===== config.mk =====
export PLATFORM = sky130hd
export DESIGN_NAME = array_max_priority_queue
export DESIGN_NICKNAME = d
export VERILOG_FILES = /design/src/rtl/apq_pkg.sv /design/src/rtl/apq_entry_ram.sv /design/src/rtl/array_max_priority_queue.sv
export VERILOG_INCLUDE_DIRS = /design/src /design/src/rtl
export SDC_FILE = /design/constraint.sdc
export NUM_CORES = 2
export LEC_CHECK = 0
export BUFFER_PORTS_ARGS = -buffer_cell sky130_fd_sc_hd__buf_4
export CAP_MARGIN = 10
export CELL_PAD_IN_SITES_DETAIL_PLACEMENT = 2
export CELL_PAD_IN_SITES_GLOBAL_PLACEMENT = 2
export CORE_MARGIN = 2
export CORE_UTILIZATION = 35
export DETAILED_ROUTE_END_ITERATION = 8
export MAX_ROUTING_LAYER = met4
export PLACE_DENSITY = 0.67
export SLEW_MARGIN = 40
export SYNTH_ARGS = -nofsm -noshare
export SYNTH_HDL_FRONTEND = slang
export SYNTH_SLANG_ARGS = --single-unit

===== constraint.sdc =====
create_clock -name clk -period 7.7 [get_ports clk]
set_input_delay 1.54 -clock clk [delete_from_list [all_inputs] [get_ports clk]]
set_output_delay 1.54 -clock clk [all_outputs]
set_load 0.01 [all_outputs]

===== src/rtl/array_max_priority_queue_defines.svh =====
// Assertion macros for the array max-priority queue.
// Included by the RTL files that carry assertions; depends on clk and rst in scope.
`ifndef ARRAY_MAX_PRIORITY_QUEUE_DEFINES_SVH
`define ARRAY_MAX_PRIORITY_QUEUE_DEFINES_SVH

// Same-cycle implication, switched off while reset is high.
`define APQ_ASSERT_SAME(lbl, ante, cons, msg) \
  lbl: assert property (@(posedge clk) disable iff (rst) (ante) |-> (cons)) \
    else $error(msg);

// Next-cycle implication, switched off while reset is high.
`define APQ_ASSERT_NEXT(lbl, ante, cons, msg) \
  lbl: assert property (@(posedge clk) disable iff (rst) (ante) |=> (cons)) \
    else $error(msg);

`endif


===== src/rtl/apq_pkg.sv =====
// Package for the array max-priority queue: payload structs, codes and defaults.
// Depends on nothing; used by every RTL file of the block.
`default_nettype none

package apq_pkg;

  localparam int DEFAULT_CAPACITY = 64;
  localparam int DATA_W           = 32;
  localparam int ENTRY_COUNT_W    = 7;

  typedef enum logic [1:0] {
    OP_INSERT  = 2'd0,
    OP_EXTRACT = 2'd1,
    OP_PEEK    = 2'd2,
    OP_MODIFY  = 2'd3
  } op_t;

  typedef enum logic [1:0] {
    ST_OK       = 2'd0,
    ST_EMPTY    = 2'd1,
    ST_FULL     = 2'd2,
    ST_NOTFOUND = 2'd3
  } status_t;

  typedef enum logic [1:0] {
    S_IDLE,
    S_SCAN,
    S_SHIFT,
    S_RESP
  } state_t;

  typedef struct packed {
    op_t                opcode;
    logic [DATA_W-1:0]  element;
    logic [DATA_W-1:0]  priority_req;
  } in_t;

  typedef struct packed {
    logic [DATA_W-1:0]         out_element;
    logic [DATA_W-1:0]         out_priority;
    status_t                   status;
    logic [ENTRY_COUNT_W-1:0]  entry_count;
  } out_t;

  // One stored queue entry.
  typedef struct packed {
    logic [DATA_W-1:0] elem;
    logic [DATA_W-1:0] prio;
  } entry_t;

endpackage

`default_nettype wire


===== src/rtl/apq_entry_ram.sv =====
// Entry store of the array max-priority queue: one write port, one registered read port.
// Depends on apq_pkg for the entry type.
`default_nettype none

module apq_entry_ram #(
  parameter int DEPTH = apq_pkg::DEFAULT_CAPACITY
) (
  input  wire logic                       clk,
  input  wire logic                       wr_en,
  input  wire logic [$clog2(DEPTH)-1:0]   wr_addr,
  input  wire apq_pkg::entry_t            wr_data,
  input  wire logic                       rd_en,
  input  wire logic [$clog2(DEPTH)-1:0]   rd_addr,
  output apq_pkg::entry_t                 rd_data
);

  apq_pkg::entry_t mem [DEPTH];

  always_ff @(posedge clk) begin
    if (wr_en) begin
      mem[wr_addr] <= wr_data;
    end
  end

  always_ff @(posedge clk) begin
    if (rd_en) begin
      rd_data <= mem[rd_addr];
    end
  end

endmodule

`default_nettype wire


===== src/rtl/array_max_priority_queue.sv =====
// Array max-priority queue: entries kept unsorted in insertion order in one entry RAM.
// Insert, and extract, peek or modify of an empty queue, go straight to the result state;
// peek and modify scan the entries, and extract scans and then moves later entries down;
// the registered RAM read port visits one entry per cycle while scanning and shifting.
// One operation at a time: the next transfer in is taken the cycle after the result is loaded.
// Reset (rst, synchronous, active high) empties the queue; the RAM contents are not cleared.
`default_nettype none

`include "array_max_priority_queue_defines.svh"

module array_max_priority_queue #(
  parameter int CAPACITY = apq_pkg::DEFAULT_CAPACITY
) (
  input  wire logic          clk,
  input  wire logic          rst,
  input  wire logic          req_valid,
  output logic               req_stall,
  input  wire apq_pkg::in_t  req,
  output logic               rsp_valid,
  input  wire logic          rsp_stall,
  output apq_pkg::out_t      rsp
);

  // Address width for the entries, and a count width that can also hold CAPACITY itself.
  localparam int AW = $clog2(CAPACITY);
  localparam int CW = $clog2(CAPACITY + 1);

  localparam logic [CW-1:0] CAP_COUNT = CW'(CAPACITY);
  localparam logic [CW-1:0] ONE       = CW'(1);

  // Control state.
  apq_pkg::state_t state, state_next;
  logic [CW-1:0]   count, count_next;
  logic            rsp_valid_next;

  // Read sequencing: rd_ptr is the next address to issue, rd_live marks that the
  // RAM output holds the entry at rd_idx in this cycle.
  logic [CW-1:0]   rd_ptr, rd_ptr_next;
  logic            rd_live, rd_live_next;
  logic [AW-1:0]   rd_idx, rd_idx_next;

  // Payload registers: the operation being worked on, the best entry so far and the result.
  apq_pkg::in_t    req_q, req_q_next;
  apq_pkg::entry_t best, best_next;
  logic [AW-1:0]   best_pos, best_pos_next;
  logic [apq_pkg::DATA_W-1:0] res_elem, res_elem_next;
  logic [apq_pkg::DATA_W-1:0] res_prio, res_prio_next;
  apq_pkg::status_t           res_status, res_status_next;
  apq_pkg::out_t              rsp_next;

  // Entry RAM ports.
  logic            wr_en;
  logic [AW-1:0]   wr_addr;
  apq_pkg::entry_t wr_data;
  logic            rd_en;
  logic [AW-1:0]   rd_addr;
  apq_pkg::entry_t rd_data;

  // Helpers for the scan.
  logic            cand_better;
  apq_pkg::entry_t best_sel;
  logic [AW-1:0]   best_pos_sel;
  logic            last_entry;
  logic            issue;

  apq_entry_ram #(
    .DEPTH (CAPACITY)
  ) u_ram (
    .clk     (clk),
    .wr_en   (wr_en),
    .wr_addr (wr_addr),
    .wr_data (wr_data),
    .rd_en   (rd_en),
    .rd_addr (rd_addr),
    .rd_data (rd_data)
  );

  // The first entry always takes the lead; a later one only with a strictly higher
  // priority, so that ties stay with the oldest entry.
  assign cand_better  = (rd_idx == '0) || (rd_data.prio > best.prio);
  assign best_sel     = cand_better ? rd_data : best;
  assign best_pos_sel = cand_better ? rd_idx : best_pos;
  assign last_entry   = rd_live && (CW'(rd_idx) == count - ONE);
  assign issue        = rd_ptr < count;

  always_ff @(posedge clk) begin
    if (rst) begin
      state     <= apq_pkg::S_IDLE;
      count     <= '0;
      rsp_valid <= 1'b0;
      rd_live   <= 1'b0;
    end else begin
      state     <= state_next;
      count     <= count_next;
      rsp_valid <= rsp_valid_next;
      rd_live   <= rd_live_next;
    end
  end

  always_ff @(posedge clk) begin
    rd_ptr     <= rd_ptr_next;
    rd_idx     <= rd_idx_next;
    req_q      <= req_q_next;
    best       <= best_next;
    best_pos   <= best_pos_next;
    res_elem   <= res_elem_next;
    res_prio   <= res_prio_next;
    res_status <= res_status_next;
    rsp        <= rsp_next;
  end

  // Sequencer. Reads and writes never meet at one entry in one cycle: a modify writes
  // the entry just read, and a shift writes one place below the entry just read while
  // the next read goes one place above it, so no forwarding path is needed.
  always_comb begin
    state_next      = state;
    count_next      = count;
    rd_ptr_next     = rd_ptr;
    rd_live_next    = 1'b0;
    rd_idx_next     = rd_idx;
    req_q_next      = req_q;
    best_next       = best;
    best_pos_next   = best_pos;
    res_elem_next   = res_elem;
    res_prio_next   = res_prio;
    res_status_next = res_status;
    rsp_next        = rsp;
    rsp_valid_next  = rsp_valid && rsp_stall;
    req_stall       = (state != apq_pkg::S_IDLE);
    wr_en           = 1'b0;
    wr_addr         = '0;
    wr_data         = '0;
    rd_en           = 1'b0;
    rd_addr         = '0;

    unique case (state)
      apq_pkg::S_IDLE: begin
        if (req_valid) begin
          req_q_next      = req;
          res_elem_next   = '0;
          res_prio_next   = '0;
          res_status_next = apq_pkg::ST_OK;
          rd_ptr_next     = '0;
          unique case (req.opcode)
            apq_pkg::OP_INSERT: begin
              state_next = apq_pkg::S_RESP;
              if (count == CAP_COUNT) begin
                res_status_next = apq_pkg::ST_FULL;
              end else begin
                wr_en        = 1'b1;
                wr_addr      = count[AW-1:0];
                wr_data.elem = req.element;
                wr_data.prio = req.priority_req;
                count_next   = count + ONE;
              end
            end
            apq_pkg::OP_EXTRACT, apq_pkg::OP_PEEK: begin
              if (count == '0) begin
                res_status_next = apq_pkg::ST_EMPTY;
                state_next      = apq_pkg::S_RESP;
              end else begin
                state_next = apq_pkg::S_SCAN;
              end
            end
            apq_pkg::OP_MODIFY: begin
              if (count == '0) begin
                res_status_next = apq_pkg::ST_NOTFOUND;
                state_next      = apq_pkg::S_RESP;
              end else begin
                state_next = apq_pkg::S_SCAN;
              end
            end
          endcase
        end
      end

      apq_pkg::S_SCAN: begin
        if (issue) begin
          rd_en        = 1'b1;
          rd_addr      = rd_ptr[AW-1:0];
          rd_ptr_next  = rd_ptr + ONE;
          rd_live_next = 1'b1;
          rd_idx_next  = rd_ptr[AW-1:0];
        end
        if (rd_live) begin
          if (req_q.opcode == apq_pkg::OP_MODIFY) begin
            if (rd_data.elem == req_q.element) begin
              wr_en           = 1'b1;
              wr_addr         = rd_idx;
              wr_data.elem    = rd_data.elem;
              wr_data.prio    = req_q.priority_req;
              res_status_next = apq_pkg::ST_OK;
              rd_live_next    = 1'b0;
              state_next      = apq_pkg::S_RESP;
            end else if (last_entry) begin
              res_status_next = apq_pkg::ST_NOTFOUND;
              state_next      = apq_pkg::S_RESP;
            end
          end else begin
            best_next     = best_sel;
            best_pos_next = best_pos_sel;
            if (last_entry) begin
              res_elem_next   = best_sel.elem;
              res_prio_next   = best_sel.prio;
              res_status_next = apq_pkg::ST_OK;
              if (req_q.opcode == apq_pkg::OP_PEEK) begin
                state_next = apq_pkg::S_RESP;
              end else if (CW'(best_pos_sel) == count - ONE) begin
                // The maximum is the newest entry: nothing to move.
                count_next = count - ONE;
                state_next = apq_pkg::S_RESP;
              end else begin
                rd_ptr_next  = CW'(best_pos_sel) + ONE;
                rd_live_next = 1'b0;
                state_next   = apq_pkg::S_SHIFT;
              end
            end
          end
        end
      end

      apq_pkg::S_SHIFT: begin
        // Each later entry moves down one place, one entry per cycle.
        if (issue) begin
          rd_en        = 1'b1;
          rd_addr      = rd_ptr[AW-1:0];
          rd_ptr_next  = rd_ptr + ONE;
          rd_live_next = 1'b1;
          rd_idx_next  = rd_ptr[AW-1:0];
        end
        if (rd_live) begin
          wr_en   = 1'b1;
          wr_addr = rd_idx - AW'(1);
          wr_data = rd_data;
          if (last_entry) begin
            count_next = count - ONE;
            state_next = apq_pkg::S_RESP;
          end
        end
      end

      apq_pkg::S_RESP: begin
        // The result goes out once the output register is free or being emptied.
        if (!rsp_valid || !rsp_stall) begin
          rsp_next.out_element  = res_elem;
          rsp_next.out_priority = res_prio;
          rsp_next.status       = res_status;
          rsp_next.entry_count  = apq_pkg::ENTRY_COUNT_W'(count);
          rsp_valid_next        = 1'b1;
          state_next            = apq_pkg::S_IDLE;
        end
      end
    endcase
  end

  // The stored count stays within the capacity and moves by at most one per cycle.
  `APQ_ASSERT_SAME(a_count_range, 1'b1, count <= CAP_COUNT, "entry count above capacity")
  `APQ_ASSERT_NEXT(a_count_step, 1'b1,
                   (count == $past(count)) || (count == $past(count) + ONE) ||
                   (count + ONE == $past(count)), "entry count jumped")
  // Scanning and shifting only ever run over a non-empty queue.
  `APQ_ASSERT_SAME(a_walk_nonempty, (state == apq_pkg::S_SCAN) || (state == apq_pkg::S_SHIFT),
                   count != '0, "walk over an empty queue")
  // Every RAM write lands at or below the current fill level.
  `APQ_ASSERT_SAME(a_write_in_range, wr_en, CW'(wr_addr) <= count, "entry write beyond fill level")

endmodule

`default_nettype wire

==> summary.md <==
| Metric | Value |
|---|---|
| Nets | `9169` |
| Arr. time, crit path | `7040 ps` |
| Clock Pin Slew Worst Setup and Hold Paths | `70 ps` |
| Post-CTS Setup Bufs | `0` |
| Status | `finished clean` |
| Core ar. | `0.4894 sq mm` |
| Overall Global Routing Usage | `27.47%` |
| GRT Max-Usage Layer | `met2` |
| Number of synthesized flops with an enable pin | `4448` |
| Peak Freq | `0.1562 GHz` |
| Fin worst setup slack | `1299 ps` |
| Synth Net Count | `8625` |
| Dpl hpwl | `374500 um` |
| Synth Cell Area | `0.1719 sq mm` |
| CTS resizes | `0` |
| WL final | `679700 um` |
| Crit Path Class | `flop to flop` |
| Predominant post-synthesis flop cell | `edfxtp_1` |
| Setup TNS Final | `0 ps` |
| Die X-Extent | `704.7 um` |
| Tmin final | `6401 ps` |
| XOR/XNOR share of the synthesized area | `0.2883%` |
| Met3 Use GR | `4.667%` |
| Drt drc | `0` |
| Synthesized-area fraction occupied by adder cells | `0.3859%` |
| Commonest non-fill, non-tap cell in the layout | `edfxtp_1` |
| M2 GR Usage | `44.33%` |
| Finish-stage setup viols | `0` |
| Largest family of logic cells by synthesized area | `multiplexers` |
| Via-to-Cell Ratio | `6.121` |
| Gpl congestion | `0.8386` |
| GR Util met1 | `34.22%` |
| Post-synth top area share | `77.72%` |
| Largest net degree at the start of global routing | `90` |
| Pre-antenna DRT Iters | `6` |
| Worst-skew pair later-pin latency | `1080 ps` |
| CTS Hold Buffers Added | `0` |
| Crit end category | `flop` |
| Relative slew margins | `31.86%` |
| Power Density | `322.0 mW/mm^2` |
| H-Tree Depth | `5` |
| DR vias | `97450` |
| ANT nets after route | `0` |
| Most frequent cells in the layout | `edfxtp_1, nand2_1, mux4_2` |
| CTS tree | `done` |
| Mean Syn Cell Area | `20.21 sq um` |
| Synth Area in Simple Gates | `5.280%` |
| Chip Height | `704.7 um` |
| Total CTS buffers | `457` |
| First-pass GRT wire length | `916700 um` |
| RSZ-0062 raised after global routing | `no` |
| Ys Warns | `0` |
| CTS Sinks | `4459` |
| Share of layout cells above drive strength 1 | `25.96%` |
| Iteration-0 DRC Markers | `14550` |
| Synth area leader | `edfxtp_1` |
| Initial antenna violation count | `36` |
| Post-Synthesis Cells | `8502` |
| Max-slew violation count | `0` |
| Slew @ Worst Pin | `1022 ps` |
| Worst IR Drop VDD | `0.0003332 V` |
| Fillers | `45660` |
| Worst setup SP type | `flop` |
| Max Buffers Root-to-Sink | `4` |
| Endpoints failing hold | `0` |
| I/O Pins | `145` |
| Vias in the first global route | `102100` |
| Initial Utilization | `35.12%` |
| Wire per inst | `42.69 um` |
| Grt ovf | `0` |
| Placed insts | `15050` |
| Clock Tree Root | `clkbuf_16` |
| Layout area overhead | `16.43%` |
| IO buf count | `144` |
| Compound-Gate Fraction of Synth Area | `1.205%` |
| Max_cap viols | `0` |
| Final Non-Filler Cells | `15920` |
| Clk_skew | `137.7 ps` |
| Sequential share of the synthesized area | `77.85%` |
| Fin crit share | `83.12%` |
| FP Rows | `257` |
| Critical Path RT | `8330 ps` |
| Dominant cells by area after synthesis | `edfxtp_1, mux4_2, nand2_1` |
| Pre-CTS setup slack | `1243 ps` |
| Die area | `0.4967 sq mm` |
| Hold WC Path Type | `flop to flop` |
| Synth cell types | `80` |
| Asr flop ratio synth | `0%` |
| Leakage | `63.79 nW` |
| Mux cell area share after synthesis | `13.79%` |
| FF+latch count, synth | `4459` |
| Critical path peak fanout | `31` |
==> cell usage after synthesis (5+ instances only) <==
library cell	number
mux2i_1	13
o21ai_1	5
nor3_1	30
nor2b_1	5
ha_1	53
a22o_1	5
buf_2	134
a211oi_1	11
a22oi_1	73
or3_1	6
nand2_1	1054
nor3b_1	6
and3_1	9
buf_1	30
o21ai_0	25
a21oi_1	82
o211ai_1	6
edfxtp_1	4448
a221oi_1	16
o22ai_1	6
inv_1	58
mux4_2	1012
a21o_1	9
nand3_1	489
clkbuf_1	279
nand4_1	141
nor2_1	205
mux2_2	67
a31oi_1	8
xnor2_1	48
dfxtp_1	11
nand2b_1	7
and2_1	73
==> metal layers <==
metal	share of wire [%]	wire, um
met3	9.0	60880
met5	0	0
met2	49	331200
met4	5.3	36140
met1	37	251500
==> final timing paths <==
path	depth (start not counted)	slack [ps]	endpoint	start
setup / recovery	12	1300	u_ram.mem[42][31]	u_ram.rd_data[56]
hold / removal	0	420	rsp[12]	res_prio[3]
setup reg to reg	12	1300	u_ram.mem[42][31]	u_ram.rd_data[56]
hold reg to reg	0	420	rsp[12]	res_prio[3]
==> registers in the layout (all words and copies together), names as in the netlist <==
| register | flops |
|---|---|
| best_pos | 6 |
| rd_live | 1 |
| u_ram.mem | 4096 |
| rd_idx | 6 |
| rsp | 73 |
| res_status | 2 |
| count | 7 |
| res_prio | 32 |
| state | 2 |
| rsp_valid | 1 |
| best | 64 |
| req_q | 66 |
| res_elem | 32 |
| rd_ptr | 7 |
| u_ram.rd_data | 64 |
==> power by group <==
group | switching, mW | total (mW) | internal (mW)
logic | 8.68 | 13.1 | 4.39
clock network | 10.3 | 22.6 | 12.2
registers | 0.860 | 28.8 | 27.9
==> kinds of logic (layout without fill, tap and decap cells) <==
logic type                 count (synthesis)  in the layout
adders and majority gates                 53             53
buffers and inverters                    504           1426
xor gates and xnor gates                  54             54
and+or+nand+nor                         2046           2046
muxes                                   1093           1093
AOI/OAI and AO/OA                        293            293
other                                      0             22
DFF                                     4459           4459
==> critical path, cell delays in order, from the launching register on <==
cell and delay [ps]:
edfxtp_1 460, xnor2_1 550, nand4_1 270, nor4_2 460, buf_4 210, nand2_1 240, nor3_2 600, or2_2 250
nor2_1 60, nor3b_1 680, nand2_1 750, nor2_4 920, buf_12 360
==> final cells by class <==
cell class / count / area [sq um] / share of cell area [%]
timing repair buffer: 531 / 6157 / 3.077
antenna: 22 / 55.05 / 0.02751
inverter: 58 / 220.2 / 0.1100
multi-input combinational: 3539 / 37360 / 18.67
tap: 6475 / 8102 / 4.049
clock inverter: 279 / 2494 / 1.246
sequential: 4459 / 133800 / 66.86
clock buffer: 558 / 11920 / 5.958
==> per-stage QoR <==
stage / utilization (%) / total power, mW / hold slack (ps) / cell area (sq um)
2_1_floorplan: - / 36.02 / 400.3 / 171900
3_3_place_gp: 37.60 / 41.18 / 402.9 / 184000
3_5_place_dp: 37.87 / 41.95 / 405.2 / 185300
4_1_cts: 40.81 / 64.44 / 420.4 / 199700
5_1_grt: 40.89 / 65.79 / 429.9 / 200100
6_report: 40.89 / 64.42 / 423.0 / 200100
Note: power is estimated with default switching activity, not from simulation.
